[src/rtl/dwqps_pkg.sv]
// ----------------------------------------------------------------------------
// dwqps_pkg
// types, codes and constants shared by the dual-wheel position servo
// ----------------------------------------------------------------------------
`default_nettype none

package dwqps_pkg;

    // position width default and its legal range is 16 to 64
    localparam int unsigned POSITION_WIDTH_DEFAULT = 32;

    localparam int unsigned COUNT_WIDTH     = 32;
    localparam int unsigned DEADBAND_WIDTH  = 8;
    localparam int unsigned SLOW_ZONE_WIDTH = 16;
    localparam int unsigned PULSE_WIDTH     = 16;
    localparam int unsigned CFG_INDEX_WIDTH = 2;
    localparam int unsigned CFG_DATA_WIDTH  = 16;

    // request kinds
    localparam logic [1:0] KIND_EDGE = 2'd0;
    localparam logic [1:0] KIND_TASK = 2'd1;
    localparam logic [1:0] KIND_TICK = 2'd2;

    // task modes
    localparam logic [1:0] MODE_FORWARD = 2'd0;
    localparam logic [1:0] MODE_TURN    = 2'd1;
    localparam logic [1:0] MODE_SCAN    = 2'd2;
    localparam logic [1:0] MODE_INVALID = 2'd3;

    // duty codes
    localparam logic [1:0] DUTY_NORMAL = 2'd0;
    localparam logic [1:0] DUTY_TURN   = 2'd1;
    localparam logic [1:0] DUTY_SLOW   = 2'd2;

    // configuration register indexes
    localparam logic [CFG_INDEX_WIDTH-1:0] REG_DEADBAND  = 2'd0;
    localparam logic [CFG_INDEX_WIDTH-1:0] REG_SLOW_ZONE = 2'd1;

    // configuration reset values
    localparam logic [DEADBAND_WIDTH-1:0]  DEADBAND_RESET  = 8'd1;
    localparam logic [SLOW_ZONE_WIDTH-1:0] SLOW_ZONE_RESET = 16'd60;

    // encoder pin positions inside the pin level vector
    localparam int unsigned PIN_RIGHT_B = 0;
    localparam int unsigned PIN_RIGHT_A = 1;
    localparam int unsigned PIN_LEFT_B  = 2;
    localparam int unsigned PIN_LEFT_A  = 3;

    typedef struct packed {
        logic [1:0]             kind;
        logic [1:0]             pin_select;
        logic                   pin_level;
        logic [1:0]             task_mode;
        logic [PULSE_WIDTH-1:0] pulse_count;
        logic                   turn_ccw;
    } item_t;

    typedef struct packed {
        logic                          left_enable;
        logic                          left_reverse;
        logic [1:0]                    left_duty;
        logic                          right_enable;
        logic                          right_reverse;
        logic [1:0]                    right_duty;
        logic                          task_done;
        logic signed [COUNT_WIDTH-1:0] left_count;
        logic signed [COUNT_WIDTH-1:0] right_count;
    } result_t;

    // drive state of one wheel
    typedef struct packed {
        logic [1:0] duty;
        logic       reverse;
        logic       enable;
    } drive_t;

    // quadrature decoder state
    typedef struct packed {
        logic [3:0] pins;
        logic [1:0] prev_right;
        logic [1:0] prev_left;
    } quad_state_t;

    // loop settings handed to each wheel
    typedef struct packed {
        logic [DEADBAND_WIDTH-1:0]  deadband;
        logic [SLOW_ZONE_WIDTH-1:0] slow_zone;
        logic                       turning;
    } servo_cfg_t;

    // previous quadrature state that makes a step count up
    function automatic logic [1:0] quad_expect(input logic [1:0] now);
        logic [1:0] prev;
        unique case (now)
            2'd0:    prev = 2'd1;
            2'd1:    prev = 2'd3;
            2'd2:    prev = 2'd0;
            default: prev = 2'd2;
        endcase
        return prev;
    endfunction

endpackage

`default_nettype wire

[src/rtl/dwqps_quad_decoder.sv]
// ----------------------------------------------------------------------------
// dwqps_quad_decoder
// pin level update and 4x quadrature step for both wheels
// ----------------------------------------------------------------------------
`default_nettype none

module dwqps_quad_decoder
    import dwqps_pkg::*;
#(
    parameter int unsigned POSITION_WIDTH = POSITION_WIDTH_DEFAULT
)
(
    input  quad_state_t               quad,
    input  logic [1:0]                pin_select,
    input  logic                      pin_level,
    input  logic [POSITION_WIDTH-1:0] pos_right,
    input  logic [POSITION_WIDTH-1:0] pos_left,
    output quad_state_t               quad_next,
    output logic [POSITION_WIDTH-1:0] pos_right_next,
    output logic [POSITION_WIDTH-1:0] pos_left_next
);

    logic [3:0] pins;
    logic [1:0] q_right;
    logic [1:0] q_left;
    logic       right_side;
    logic       step_up;
    logic       step_down;

    always_comb
    begin
        pins             = quad.pins;
        pins[pin_select] = pin_level;
        q_right          = {pins[PIN_RIGHT_B], pins[PIN_RIGHT_A]};
        q_left           = {pins[PIN_LEFT_B], pins[PIN_LEFT_A]};
        right_side       = !pin_select[1];
        step_up          = (quad_expect(q_right) == quad.prev_right);
        step_down        = (quad_expect(q_left) == quad.prev_left);

        quad_next      = quad;
        quad_next.pins = pins;
        pos_right_next = pos_right;
        pos_left_next  = pos_left;

        if (right_side)
        begin
            quad_next.prev_right = q_right;
            pos_right_next = step_up ? pos_right + POSITION_WIDTH'(1)
                                     : pos_right - POSITION_WIDTH'(1);
        end
        else
        begin
            // left wheel runs with inverted sense
            quad_next.prev_left = q_left;
            pos_left_next = step_down ? pos_left - POSITION_WIDTH'(1)
                                      : pos_left + POSITION_WIDTH'(1);
        end
    end

endmodule

`default_nettype wire

[src/rtl/dwqps_servo_wheel.sv]
// ----------------------------------------------------------------------------
// dwqps_servo_wheel
// one bang-bang pass for one wheel
// ----------------------------------------------------------------------------
`default_nettype none

module dwqps_servo_wheel
    import dwqps_pkg::*;
#(
    parameter int unsigned POSITION_WIDTH = POSITION_WIDTH_DEFAULT
)
(
    input  logic [POSITION_WIDTH-1:0] goal,
    input  logic [POSITION_WIDTH-1:0] pos,
    input  drive_t                    drive,
    input  servo_cfg_t                cfg,
    output drive_t                    drive_next,
    output logic                      arrived
);

    logic [POSITION_WIDTH-1:0] err;
    logic [POSITION_WIDTH-1:0] mag;
    logic                      neg;

    always_comb
    begin
        err = goal - pos;
        neg = err[POSITION_WIDTH-1];
        // most negative error folds to the sign weight on its own
        mag = neg ? (~err + POSITION_WIDTH'(1)) : err;

        drive_next = drive;
        arrived    = 1'b0;
        if (mag > POSITION_WIDTH'(cfg.deadband))
        begin
            drive_next.enable  = 1'b1;
            drive_next.reverse = neg;
            if (cfg.turning && (mag < POSITION_WIDTH'(cfg.slow_zone)))
            begin
                drive_next.duty = DUTY_SLOW;
            end
        end
        else
        begin
            drive_next.enable = 1'b0;
            arrived           = 1'b1;
        end
    end

endmodule

`default_nettype wire

[src/rtl/dual_wheel_quadrature_position_servo_top.sv]
// ----------------------------------------------------------------------------
// dual_wheel_quadrature_position_servo_top
// two-wheel quadrature position servo with bang-bang drive control
// ----------------------------------------------------------------------------
// Each request is one of three kinds: an encoder pin edge, a new task or a
// control tick, and every request gives exactly one result that shows both
// motor drives, the done flag and both wheel positions as they stand after
// that request. The block takes one request per clock cycle for as long as
// results are taken; a request waits in the input register while one pass
// of the decoder and servo logic feeds the result register, which also
// updates the state, and the result then stays on the result port until it
// is taken. The deadband and slow zone registers are written through the cfg
// port, which is always ready, and should only be written while no request
// is in flight.
`default_nettype none

module dual_wheel_quadrature_position_servo_top
    import dwqps_pkg::*;
#(
    parameter int unsigned POSITION_WIDTH = POSITION_WIDTH_DEFAULT
)
(
    input  logic                       clk,
    input  logic                       rst_n,
    // request channel
    input  logic                       item_valid,
    output logic                       item_stall,
    input  item_t                      item,
    // result channel
    output logic                       result_valid,
    input  logic                       result_stall,
    output result_t                    result,
    // configuration write channel
    input  logic                       cfg_valid,
    output logic                       cfg_ready,
    input  logic [CFG_INDEX_WIDTH-1:0] cfg_index,
    input  logic [CFG_DATA_WIDTH-1:0]  cfg_data
);

    // ------------------------------------------------------------------
    // configuration registers
    // ------------------------------------------------------------------
    logic [DEADBAND_WIDTH-1:0]  deadband_reg;
    logic [SLOW_ZONE_WIDTH-1:0] slow_zone_reg;

    assign cfg_ready = 1'b1;

    always_ff @(posedge clk or negedge rst_n)
    begin
        if (!rst_n)
        begin
            deadband_reg  <= DEADBAND_RESET;
            slow_zone_reg <= SLOW_ZONE_RESET;
        end
        else if (cfg_valid && cfg_ready)
        begin
            unique case (cfg_index)
                REG_DEADBAND:  deadband_reg  <= cfg_data[DEADBAND_WIDTH-1:0];
                REG_SLOW_ZONE: slow_zone_reg <= cfg_data[SLOW_ZONE_WIDTH-1:0];
                default:       ; // writes to unused indexes are dropped
            endcase
        end
    end

    // ------------------------------------------------------------------
    // input register and flow control
    // ------------------------------------------------------------------
    logic  item_valid_reg;
    logic  item_valid_next;
    item_t item_reg;
    logic  result_valid_reg;
    logic  result_valid_next;
    logic  advance;

    // the held request moves on unless a finished result is stuck
    assign advance    = item_valid_reg && !(result_valid_reg && result_stall);
    assign item_stall = item_valid_reg && result_valid_reg && result_stall;

    always_comb
    begin
        item_valid_next = item_valid_reg;
        if (item_valid && !item_stall)
        begin
            item_valid_next = 1'b1;
        end
        else if (advance)
        begin
            item_valid_next = 1'b0;
        end

        result_valid_next = result_valid_reg;
        if (advance)
        begin
            result_valid_next = 1'b1;
        end
        else if (!result_stall)
        begin
            result_valid_next = 1'b0;
        end
    end

    always_ff @(posedge clk or negedge rst_n)
    begin
        if (!rst_n)
        begin
            item_valid_reg   <= 1'b0;
            result_valid_reg <= 1'b0;
        end
        else
        begin
            item_valid_reg   <= item_valid_next;
            result_valid_reg <= result_valid_next;
        end
    end

    always_ff @(posedge clk)
    begin
        if (item_valid && !item_stall)
        begin
            item_reg <= item;
        end
    end

    // ------------------------------------------------------------------
    // servo state
    // ------------------------------------------------------------------
    quad_state_t               quad_reg;
    quad_state_t               quad_next;
    logic [POSITION_WIDTH-1:0] pos_right_reg;
    logic [POSITION_WIDTH-1:0] pos_right_next;
    logic [POSITION_WIDTH-1:0] pos_left_reg;
    logic [POSITION_WIDTH-1:0] pos_left_next;
    logic [POSITION_WIDTH-1:0] goal_right_reg;
    logic [POSITION_WIDTH-1:0] goal_right_next;
    logic [POSITION_WIDTH-1:0] goal_left_reg;
    logic [POSITION_WIDTH-1:0] goal_left_next;
    logic [1:0]                motion_mode_reg;
    logic [1:0]                motion_mode_next;
    logic [1:0]                wheel_done_reg;
    logic [1:0]                wheel_done_next;
    logic                      all_done_reg;
    logic                      all_done_next;
    drive_t                    left_drive_reg;
    drive_t                    left_drive_next;
    drive_t                    right_drive_reg;
    drive_t                    right_drive_next;
    result_t                   result_reg;
    result_t                   result_next;

    // decoder and wheel loop outputs
    quad_state_t               dec_quad;
    logic [POSITION_WIDTH-1:0] dec_pos_right;
    logic [POSITION_WIDTH-1:0] dec_pos_left;
    servo_cfg_t                servo_cfg;
    drive_t                    left_servo_drive;
    drive_t                    right_servo_drive;
    logic                      left_arrived;
    logic                      right_arrived;

    // task arithmetic
    logic [POSITION_WIDTH-1:0] pulses;
    logic                      task_turn;
    logic [1:0]                task_duty;

    dwqps_quad_decoder #(
        .POSITION_WIDTH (POSITION_WIDTH)
    ) u_quad_decoder (
        .quad           (quad_reg),
        .pin_select     (item_reg.pin_select),
        .pin_level      (item_reg.pin_level),
        .pos_right      (pos_right_reg),
        .pos_left       (pos_left_reg),
        .quad_next      (dec_quad),
        .pos_right_next (dec_pos_right),
        .pos_left_next  (dec_pos_left)
    );

    // slow duty only applies in turn modes
    assign servo_cfg.deadband  = deadband_reg;
    assign servo_cfg.slow_zone = slow_zone_reg;
    assign servo_cfg.turning   = (motion_mode_reg != MODE_FORWARD);

    dwqps_servo_wheel #(
        .POSITION_WIDTH (POSITION_WIDTH)
    ) u_servo_left (
        .goal       (goal_left_reg),
        .pos        (pos_left_reg),
        .drive      (left_drive_reg),
        .cfg        (servo_cfg),
        .drive_next (left_servo_drive),
        .arrived    (left_arrived)
    );

    dwqps_servo_wheel #(
        .POSITION_WIDTH (POSITION_WIDTH)
    ) u_servo_right (
        .goal       (goal_right_reg),
        .pos        (pos_right_reg),
        .drive      (right_drive_reg),
        .cfg        (servo_cfg),
        .drive_next (right_servo_drive),
        .arrived    (right_arrived)
    );

    assign pulses    = POSITION_WIDTH'(item_reg.pulse_count);
    assign task_turn = (item_reg.task_mode != MODE_FORWARD);
    assign task_duty = task_turn ? DUTY_TURN : DUTY_NORMAL;

    // next state for the request held in the input register
    always_comb
    begin
        quad_next        = quad_reg;
        pos_right_next   = pos_right_reg;
        pos_left_next    = pos_left_reg;
        goal_right_next  = goal_right_reg;
        goal_left_next   = goal_left_reg;
        motion_mode_next = motion_mode_reg;
        wheel_done_next  = wheel_done_reg;
        all_done_next    = all_done_reg;
        left_drive_next  = left_drive_reg;
        right_drive_next = right_drive_reg;

        unique case (item_reg.kind)
            KIND_EDGE:
            begin
                quad_next      = dec_quad;
                pos_right_next = dec_pos_right;
                pos_left_next  = dec_pos_left;
            end
            KIND_TASK:
            begin
                // an unknown task mode leaves everything as it is
                if (item_reg.task_mode != MODE_INVALID)
                begin
                    if (!task_turn)
                    begin
                        goal_right_next = pos_right_reg + pulses;
                        goal_left_next  = pos_left_reg + pulses;
                    end
                    else if (item_reg.turn_ccw)
                    begin
                        goal_right_next = pos_right_reg + pulses;
                        goal_left_next  = pos_left_reg - pulses;
                    end
                    else
                    begin
                        goal_right_next = pos_right_reg - pulses;
                        goal_left_next  = pos_left_reg + pulses;
                    end
                    motion_mode_next      = item_reg.task_mode;
                    wheel_done_next       = 2'b00;
                    all_done_next         = 1'b0;
                    // enables and directions carry over into the new task
                    left_drive_next.duty  = task_duty;
                    right_drive_next.duty = task_duty;
                end
            end
            KIND_TICK:
            begin
                // ticks do nothing once both wheels have arrived
                if (!all_done_reg)
                begin
                    if (!wheel_done_reg[0])
                    begin
                        left_drive_next    = left_servo_drive;
                        wheel_done_next[0] = left_arrived;
                    end
                    if (!wheel_done_reg[1])
                    begin
                        right_drive_next   = right_servo_drive;
                        wheel_done_next[1] = right_arrived;
                    end
                    all_done_next = &wheel_done_next;
                end
            end
            default:
            begin
                // unused kind, outputs show the current state
            end
        endcase

        result_next.left_enable   = left_drive_next.enable;
        result_next.left_reverse  = left_drive_next.reverse;
        result_next.left_duty     = left_drive_next.duty;
        result_next.right_enable  = right_drive_next.enable;
        result_next.right_reverse = right_drive_next.reverse;
        result_next.right_duty    = right_drive_next.duty;
        result_next.task_done     = all_done_next;
        // positions are sign extended or cut down to the report width
        result_next.left_count    = COUNT_WIDTH'(signed'(pos_left_next));
        result_next.right_count   = COUNT_WIDTH'(signed'(pos_right_next));
    end

    always_ff @(posedge clk or negedge rst_n)
    begin
        if (!rst_n)
        begin
            quad_reg        <= '0;
            pos_right_reg   <= '0;
            pos_left_reg    <= '0;
            goal_right_reg  <= '0;
            goal_left_reg   <= '0;
            motion_mode_reg <= MODE_FORWARD;
            wheel_done_reg  <= 2'b11;
            all_done_reg    <= 1'b1;
            left_drive_reg  <= '{duty: DUTY_NORMAL, reverse: 1'b0, enable: 1'b0};
            right_drive_reg <= '{duty: DUTY_NORMAL, reverse: 1'b0, enable: 1'b0};
        end
        else if (advance)
        begin
            quad_reg        <= quad_next;
            pos_right_reg   <= pos_right_next;
            pos_left_reg    <= pos_left_next;
            goal_right_reg  <= goal_right_next;
            goal_left_reg   <= goal_left_next;
            motion_mode_reg <= motion_mode_next;
            wheel_done_reg  <= wheel_done_next;
            all_done_reg    <= all_done_next;
            left_drive_reg  <= left_drive_next;
            right_drive_reg <= right_drive_next;
        end
    end

    // result register, loaded together with the state
    always_ff @(posedge clk)
    begin
        if (advance)
        begin
            result_reg <= result_next;
        end
    end

    assign result_valid = result_valid_reg;
    assign result       = result_reg;

endmodule

`default_nettype wire

[config.mk]
export PLATFORM = sky130hd
export DESIGN_NAME = dual_wheel_quadrature_position_servo_top
export DESIGN_NICKNAME = d
export VERILOG_FILES = /design/src/rtl/dwqps_pkg.sv /design/src/rtl/dwqps_quad_decoder.sv /design/src/rtl/dwqps_servo_wheel.sv /design/src/rtl/dual_wheel_quadrature_position_servo_top.sv
export SDC_FILE = /design/constraint.sdc
export NUM_CORES = 1
export LEC_CHECK = 0
export BUFFER_PORTS_ARGS = -buffer_cell sky130_fd_sc_hd__buf_4
export CORE_MARGIN = 8
export CORE_UTILIZATION = 65
export DETAILED_ROUTE_END_ITERATION = 16
export HOLD_SLACK_MARGIN = 0.06
export PLACE_DENSITY_LB_ADDON = 0.1
export SYNTH_ARGS = -nofsm -noshare
export SYNTH_HDL_FRONTEND = slang
export SYNTH_SLANG_ARGS = --single-unit
[constraint.sdc]
create_clock -name clk -period 16.6 [get_ports clk]
set_input_delay 1.66 -clock clk [delete_from_list [all_inputs] [get_ports clk]]
set_output_delay 1.66 -clock clk [all_outputs]
set_load 0.01 [all_outputs]
# [Word-level counts from Yosys, hierarchy flattened]
# Index checks and enable logic that the tools add are counted.
[totals] out_inout_bits=76 register_bits=272
[op_classes] n_reduce_logical=26 muxes=52 n_addsub=12 order_cmp=6 bitwise_logic=3 eq_ne=13
[ops] cell="$mux 32" count=12
[ops] cell="$add 32x1->32 const B" count=4
[ops] cell="$add 32x16->32" count=2
[ops] cell="$gt 32x8->1" count=2
[ops] cell="$lt 32x16->1" count=2
[ops] cell="$not 32->32" count=2
[ops] cell="$sub 32x1->32 const B" count=2
[ops] cell="$sub 32x16->32" count=2
[ops] cell="$sub 32x32->32" count=2
[ops] cell="$mux 1" count=18
[ops] cell="$mux 2" count=8
[ops] cell="$mux 4" count=4
[ops] cell="$pmux 2 s2" count=3
[ops] cell="$pmux 2 s3" count=2
[ops] cell="$reduce_and 3->1" count=3
[ops] cell="$eq 2x1->1 const B" count=4
[ops] cell="$logic_and 1x1->1" count=8
[ops] cell="$logic_not 2->1" count=4
[ops] cell="$reduce_and 2->1" count=4
[ops] cell="$reduce_bool 2->1" count=4
[ops] cell="$eq 2x2->1 const B" count=3
[ops] cell="$mux 3" count=2
[ops] cell="$ne 2x2->1 const B" count=3
[ops] cell="$bwmux 4" count=1
[ops] cell="9 further kinds" count=11

# [Logic depth before layout (Yosys ltp)]
# Gate-level depths: netlist of run 1.
[logic_depth] word_depth=12 mapped_depth=29

# [By module]
# A second synthesis of run 1 with hierarchy kept.
[unflattened] hier_cells=3235 hier_area_um2=26450.4
[by_module_without_submodules] mod="dual_wheel_quadrature_position_servo_top" seq_area_each_um2=7302.0 area_per_inst_um2=14840.5 cells_per_inst=1493 instances=1
[by_module_without_submodules] mod="dwqps_servo_wheel at u_servo_right" seq_area_each_um2=0.0 area_per_inst_um2=3995.1 cells_per_inst=575 instances=1
[by_module_without_submodules] mod="dwqps_servo_wheel at u_servo_left" seq_area_each_um2=0.0 area_per_inst_um2=3876.2 cells_per_inst=577 instances=1
[by_module_without_submodules] mod="dwqps_quad_decoder" seq_area_each_um2=0.0 area_per_inst_um2=3738.6 cells_per_inst=590 instances=1

# [Worst setup path before layout of run 1]
# Ideal clock, no wire load.
[synth_path] kind="register -> register" startpoint="reg pos_left_reg[6]" endpoint="reg result_reg, in the netlist result[69], data pin" synth_period_minus_slack_ps=5821 arrival_ps=5561 required_ps=16340 path_stages_with_launch=29 setup_slack_ps=10779 cell_sequence="dfrtp_1 -> inv_1 -> ha_1 -> clkbuf_1 -> a211o_1 -> o311a_1 -> nor3_1 -> o21ai_0 -> a211o_1 -> o211ai_1 -> clkbuf_1 -> clkbuf_1 -> nand2_1 -> o21ai_0 -> ha_1 -> a21boi_0 -> o21a_1 -> o21a_1 -> o21a_1 -> o21a_1 -> o21a_1 -> o21a_1 -> o21a_1 -> o211ai_1 -> a21oi_1 -> a2111oi_0 -> and3_1 -> o21a_1 -> a21oi_1"
[synth_rtl] item="start, declared" line="dual_wheel_quadrature_position_servo_top.sv:131" source="logic [POSITION_WIDTH-1:0] pos_left_reg;"
[synth_rtl] item="start signal, assigned" line="dual_wheel_quadrature_position_servo_top.sv:313" source="pos_left_reg <= pos_left_next;"
[synth_rtl] item="end signal, assigned" line="dual_wheel_quadrature_position_servo_top.sv:329" source="result_reg <= result_next;"
[synth_rtl] item="end, declared" line="dual_wheel_quadrature_position_servo_top.sv:147" source="result_t result_reg;"

==> summary.md, run 1 <==
| Metric | Value |
|---|---|
| Pins Over Slew Limit | 0 |
| Min Tclk post-route | 6.33 ns |
| Fillcell total | 2771 |
| Fmax | 158 MHz |
| DR DRC count | 0 |
| Top delay family on crit path | compound AO/OA/AOI/OAI gates |
| Setup tns final | 0 ns |
| RSZ-0062 raised after global routing | no |
| Gr ovfl total | 0 |
| Netlist cell types | 97 |
| Number of DRC markers in iteration 0 | 1935 |
| Slowest-stage cell, CP | o211a_1 |
| Headroom to the max-slew limit | 25.9% |
| FP Rows | 70 |
| Area delta synth->final | 9.35% |
| GP Congestion | 0.949 |
| Post-synth top area share | 17.3% |
| Htree depth | 1 |
| Core ar. | 36600 um^2 |
| CP required | 16.93 ns |
| Vias in the first global route | 20772 |
| Fin Clk Skew | 0.0127 ns |
| Finished Core Util | 72.2% |
| Crit-path most repeated cell | o21a_1 |
| Count leader, synth | o21ai_0 |
| Critical path type | reg -> reg |
| Fin crit share | 38.2% |
| Ys async rst share | 64.3% |
| Largest register FFs | 73 |
| Seq cells post-synth | 272 |
| Reg clk slew, reported paths | 0.06 ns |
| Worst hold margin | 0.484 ns |
| Synthesis warning total | 0 |
| Via Count | 22079 |
| Max Used Layer | met4 |
| First-pass detailed-route iteration total | 5 |
| Die area | 43600 um^2 |
| Status | complete, no violations |
| N_diodes | 0 |
| Setup violators final | 0 |
| CTS max path bufs | 3 |
| Routed met3 length | 5.74 mm |
| Largest net degree at the start of global routing | 123 |
| Post-synthesis cell area | 24200 um^2 |
| Avg Cell Area, Syn | 8.53 um^2 |
| Ports | 123 |
| Die Y | 209 um |
| Root buf cell | clkbuf_16 |
| Die X | 209 um |
| CP Data Arrival Time | 6.67 ns |
| Max Cap Viol | 0 |
| Crit start category | register |
| Post-CTS setup buffer count | 0 |
| Initial antenna violation count | 0 |
| Endpoint type of the worst setup path | register |
| Final Hold Fails | 0 |
| Inserted Clock Buffers | 31 |
| DR vias/cell | 6.51 |
| PortBufs | 121 |
| Routed met1 length | 31.3 mm |
| Buf/Inv on CP | 1 |
| Main synth FF type | dfrtp_1 |
| Final #Nets | 3188 |
| Wire per inst | 19.9 um |
| Share of layout cells above drive strength 1 | 11.0% |
| Hold-fix buffers at CTS | 0 |
| Worst Hold Class | reg -> reg |
| Sequential area share after synthesis | 30.2% |
| Number of flops mapped to enable cells by yosys | 97 |
| Clock Latency Late Sink | 0.61 ns |
| Synth top area cells | dfrtp_1 (17%), ha_1 (12%), edfxtp_1 (12%) |
| Post-DP HPWL | 51.2 mm |
| Crit-path max FO | 17 |
| Worst-Margin Slew | 1.10 ns |
| Worst path max stage delay | 0.54 ns |
| Routed WL | 67.4 mm |
| Syn nets | 3127 |
| Gr usage total | 29.8% |
| Mapped Cells | 2835 |
| Clock sink total | 272 |
| Area leader, netlist | dfrtp_1 |
| Met2 wire len | 27.8 mm |
| Post-route antenna net violation count | 0 |
| Starting Density | 66.1% |
| Sequence of cells on the critical path | inv_1 -> ha_1 -> a211o_1 -> o311a_1 -> nor3_1 -> o21ai_0 -> a21oi_1 -> o211a_1 -> nor2_1 -> xnor2_1 -> ha_1 -> o21a_1 -> o21a_1 -> o21a_1 -> o21a_1 -> o21a_1 -> o21a_1 -> o21a_1 -> o211ai_1 -> a21oi_1 -> a2111oi_0 -> and3_1 -> o21a_1 -> a21oi_1 |
| Top post-synthesis cells by count | o21ai_0 (290), nand2_1 (288), ha_1 (237) |
| Post-cts resize count | 0 |
| CTS tree | built |
| Global-route wire length before repair | 109 mm |
==> area by class of cell <==
class | count | area [um^2] | area share [%]
clock buffers | 36 | 805 | 3.04
clock inverters | 22 | 259 | 0.979
inverters | 177 | 667 | 2.52
multi-input cells | 2280 | 15800 | 59.8
flip-flops and latches | 272 | 7300 | 27.6
well taps | 468 | 586 | 2.21
repair buffers | 134 | 1010 | 3.82
==> worst reg2reg max path: cells and delay by family (launching register included) <==
family / cells / cell delay (ns)
AO/OA/AOI/OAI: 17 / 3.90
adder cells (fa/ha/maj): 2 / 0.69
AND/OR/NAND/NOR: 3 / 0.62
flip-flops: 1 / 0.47
XOR/XNOR: 1 / 0.25
buffers and inverters: 1 / 0.10
==> metrics by stage <==
| stage | area, um^2 | std cells | setup slack [ns] |
|---|---|---|---|
| finish | 26400 | 3389 | 10.27 |
| global route | 26400 | 3389 | 9.77 |
| CTS | 26400 | 3389 | 10.37 |
| detailed placement | 25400 | 3331 | 10.42 |
| global placement | 25400 | 3331 | 10.64 |
| floorplan | 24200 | 2835 | 10.78 |
==> routing by layer <==
layer  vias up  track usage (%)
met5         -                0
met3       141             5.07
met4         0             11.4
met2       952             43.2
met1     10447             43.8
li1      10539                -
==> cells in the final DEF (no fill, tap or decap), types with 29 or more instances in the layout <==
cell / count
mux2_2: 77
a211oi_1: 31
nand2b_1: 39
dfrtp_1: 167
inv_1: 175
nor3_1: 79
edfxtp_1: 97
nand3_1: 73
buf_4: 133
clkbuf_16: 31
o21bai_1: 29
xnor2_1: 124
nand2_1: 287
a21oi_1: 173
ha_1: 237
o21a_1: 51
o21ai_0: 290
nor2_1: 150
xor2_1: 66
a21o_1: 61
==> cells by family after synthesis <==
group / after synthesis / share of synthesized area (%)
AO/OA/AOI/OAI: 887 / 23.6
AND/OR/NAND/NOR: 866 / 17.7
buffers and inverters: 283 / 4.50
flip-flops: 272 / 30.2
adder cells (fa/ha/maj): 245 / 12.9
XOR/XNOR: 190 / 6.88
multiplexers: 91 / 4.16
other: 1 / 0.0155
==> final timing paths <==
check,slack (ns),end,from,depth (start not counted)
hold / removal,0.48,goal_left_reg[8]$_DFFE_PN0P_,goal_left_reg[8]$_DFFE_PN0P_,2
min in group asynchronous,1.09,goal_right_reg[25]$_DFFE_PN0P_,rst_n,1
hold reg to reg,0.48,goal_left_reg[8]$_DFFE_PN0P_,goal_left_reg[8]$_DFFE_PN0P_,2
max in group asynchronous,13.83,pos_left_reg[25]$_DFFE_PN0P_,rst_n,2
setup reg to reg,10.27,result[69]$_DFFE_PP_,pos_left_reg[6]$_DFFE_PN0P_,24
setup / recovery,10.27,result[69]$_DFFE_PP_,pos_left_reg[6]$_DFFE_PN0P_,24
Power of run 1 is left out: the tool's default activity adds up to more than one toggle a clock period on the data nets, which glitch-free logic cannot reach.
==> run 2, diff against run 1 <==
Settings changed: CORE_UTILIZATION 65 to 57.
Clock period 16.6 ns to 5.2 ns, I/O delays scaled along.
==> summary.md, run 2 (synthesis results as in run 1) <==
| Metric | Value |
|---|---|
| Routed WL | 73.0 mm |
| Max Cap Viol | 0 |
| Fin Clk Skew | 0.0178 ns |
| Slowest-stage cell, CP | or4_4 |
| Wire per inst | 19.8 um |
| Met2 wire len | 30.2 mm |
| Commonest non-fill, non-tap cell in the layout | buf_4 |
| Via Count | 22758 |
| CP Data Arrival Time | 5.62 ns |
| FP Rows | 75 |
| Fillcell total | 3293 |
| Starting Density | 57.7% |
| CTS tree | built |
| Number of DRC markers in iteration 0 | 2157 |
| Fin crit share | 102% |
| Worst hold margin | 0.0988 ns |
| Setup WS post-layout | -0.0818 ns |
| Max Used Layer | met4 |
| CTS max path bufs | 3 |
| Routed met3 length | 5.42 mm |
| Clock sink total | 272 |
| Multi-input gate area | 16600 um^2 |
| Failing checks | negative setup slack |
| Min Tclk post-route | 5.28 ns |
| FF+latch area | 7300 um^2 |
| Setup violators final | 2 |
| Post-route antenna net violation count | 0 |
| Crit-path max FO | 7 |
| Clock Latency Late Sink | 0.59 ns |
| CP required | 5.54 ns |
| First-pass detailed-route iteration total | 8 |
| N_diodes | 0 |
| Critical path type | reg -> reg |
| Fmax | 189 MHz |
| Status | finished, violations left |
| Ports | 123 |
| Die area | 49300 um^2 |
| Final Hold Fails | 0 |
| Inserted Clock Buffers | 31 |
| Pins Over Slew Limit | 0 |
| Sequence of cells on the critical path | inv_1 -> ha_1 -> buf_4 -> and3_1 -> nand2_1 -> nor4_2 -> nor2_1 -> xnor2_2 -> nand4bb_1 -> or3_1 -> nor4_1 -> or4_1 -> or4_1 -> or4_4 -> nor4_4 -> buf_4 -> o21ai_1 -> o2bb2ai_1 |
| Reg clk slew, reported paths | 0.06 ns |
| Endpoint type of the worst setup path | register |
| Gr usage total | 28.3% |
| Initial antenna violation count | 0 |
| Root buf cell | clkbuf_16 |
| Vias in the first global route | 21309 |
| Worst-Margin Slew | 0.981 ns |
| Gr ovfl total | 0 |
| Routed met1 length | 35.7 mm |
| Die X | 222 um |
| Core ar. | 41900 um^2 |
| Post-DP HPWL | 57.4 mm |
| Largest net degree at the start of global routing | 77 |
| DR DRC count | 0 |
| Share of layout cells above drive strength 1 | 20.3% |
| DR vias/cell | 6.17 |
| Crit start category | register |
| Worst path max stage delay | 0.56 ns |
| Htree depth | 1 |
| Die Y | 222 um |
| Commonest non-fill, non-tap cells in the layout | buf_4 (352), nand2_1 (287), o21ai_0 (275) |
| Area delta synth->final | 19.9% |
| Headroom to the max-slew limit | 34.3% |
| Final #Nets | 3415 |
| RSZ-0062 raised after global routing | yes |
| Largest register FFs | 73 |
| Worst Hold Class | in -> reg |
| PortBufs | 121 |
| Global-route wire length before repair | 115 mm |
| GP Congestion | 0.950 |
[run 2: critical path, delay by kind of cell (launching register included)]
kind / cells / cell delay [ns]
DFF: 1 / 0.35
buffers and inverters: 3 / 0.43
and+or+nand+nor: 11 / 3.39
AOI/OAI and AO/OA: 2 / 0.19
adders and majority gates: 1 / 0.35
xor gates and xnor gates: 1 / 0.31
[run 2: area by class of cell]
type | instances | area share (%)
flip-flops and latches | 272 | 25.2
inverters | 177 | 2.30
clock inverters | 21 | 0.807
clock buffers | 37 | 2.86
multi-input cells | 2280 | 57.1
repair buffers | 361 | 9.44
well taps | 539 | 2.33
[run 2: stage by stage]
stage               cell area, um^2  utilization (%)  worst slack, ns  TNS (ns)  std cells
floorplan                     24200                -          -0.0554   -0.0554       2835
global placement              26900             64.2           -0.200    -0.415       3592
detailed placement            26900             64.2           -0.266     -1.18       3592
CTS                           28300             67.5          -0.0397   -0.0583       3666
global route                  29000             69.1           -0.226     -1.26       3687
finish                        29000             69.1          -0.0818    -0.105       3687
[run 2: routing by layer]
metal  up-vias  global-route usage (%)
met4         0                    6.80
met5         -                       0
met3        99                    4.25
met1     10821                    43.4
met2       859                    40.9
li1      10979                       -
[run 2: worst paths after layout]
kind / from / to / slack, ns / depth (start not counted)
hold / removal: item[14] / item_reg[14]$_DFFE_PP_ / 0.1 / 1
hold reg to reg: left_drive_reg[0]$_DFFE_PN0P_ / left_drive_reg[0]$_DFFE_PN0P_ / 0.48 / 2
min in group asynchronous: rst_n / deadband_reg[2]$_DFFE_PN0P_ / 0.53 / 2
setup / recovery: pos_right_reg[10]$_DFFE_PN0P_ / result[65]$_DFFE_PP_ / -0.08 / 18
max in group asynchronous: rst_n / goal_right_reg[0]$_DFFE_PN0P_ / 3.42 / 3
setup reg to reg: pos_right_reg[10]$_DFFE_PN0P_ / result[65]$_DFFE_PP_ / -0.08 / 18
[run 2: what timing repair did]
action | CTS | global route
endpoints found under the hold margin | 66 | 0
gates resized for setup | 40 | 100
endpoints found under the setup margin | 10 | 27
buffers inserted | 15 | 24
pin swaps | 17 | 46
hold buffers | 1 | 0
Power of run 2 is left out for the same reason.
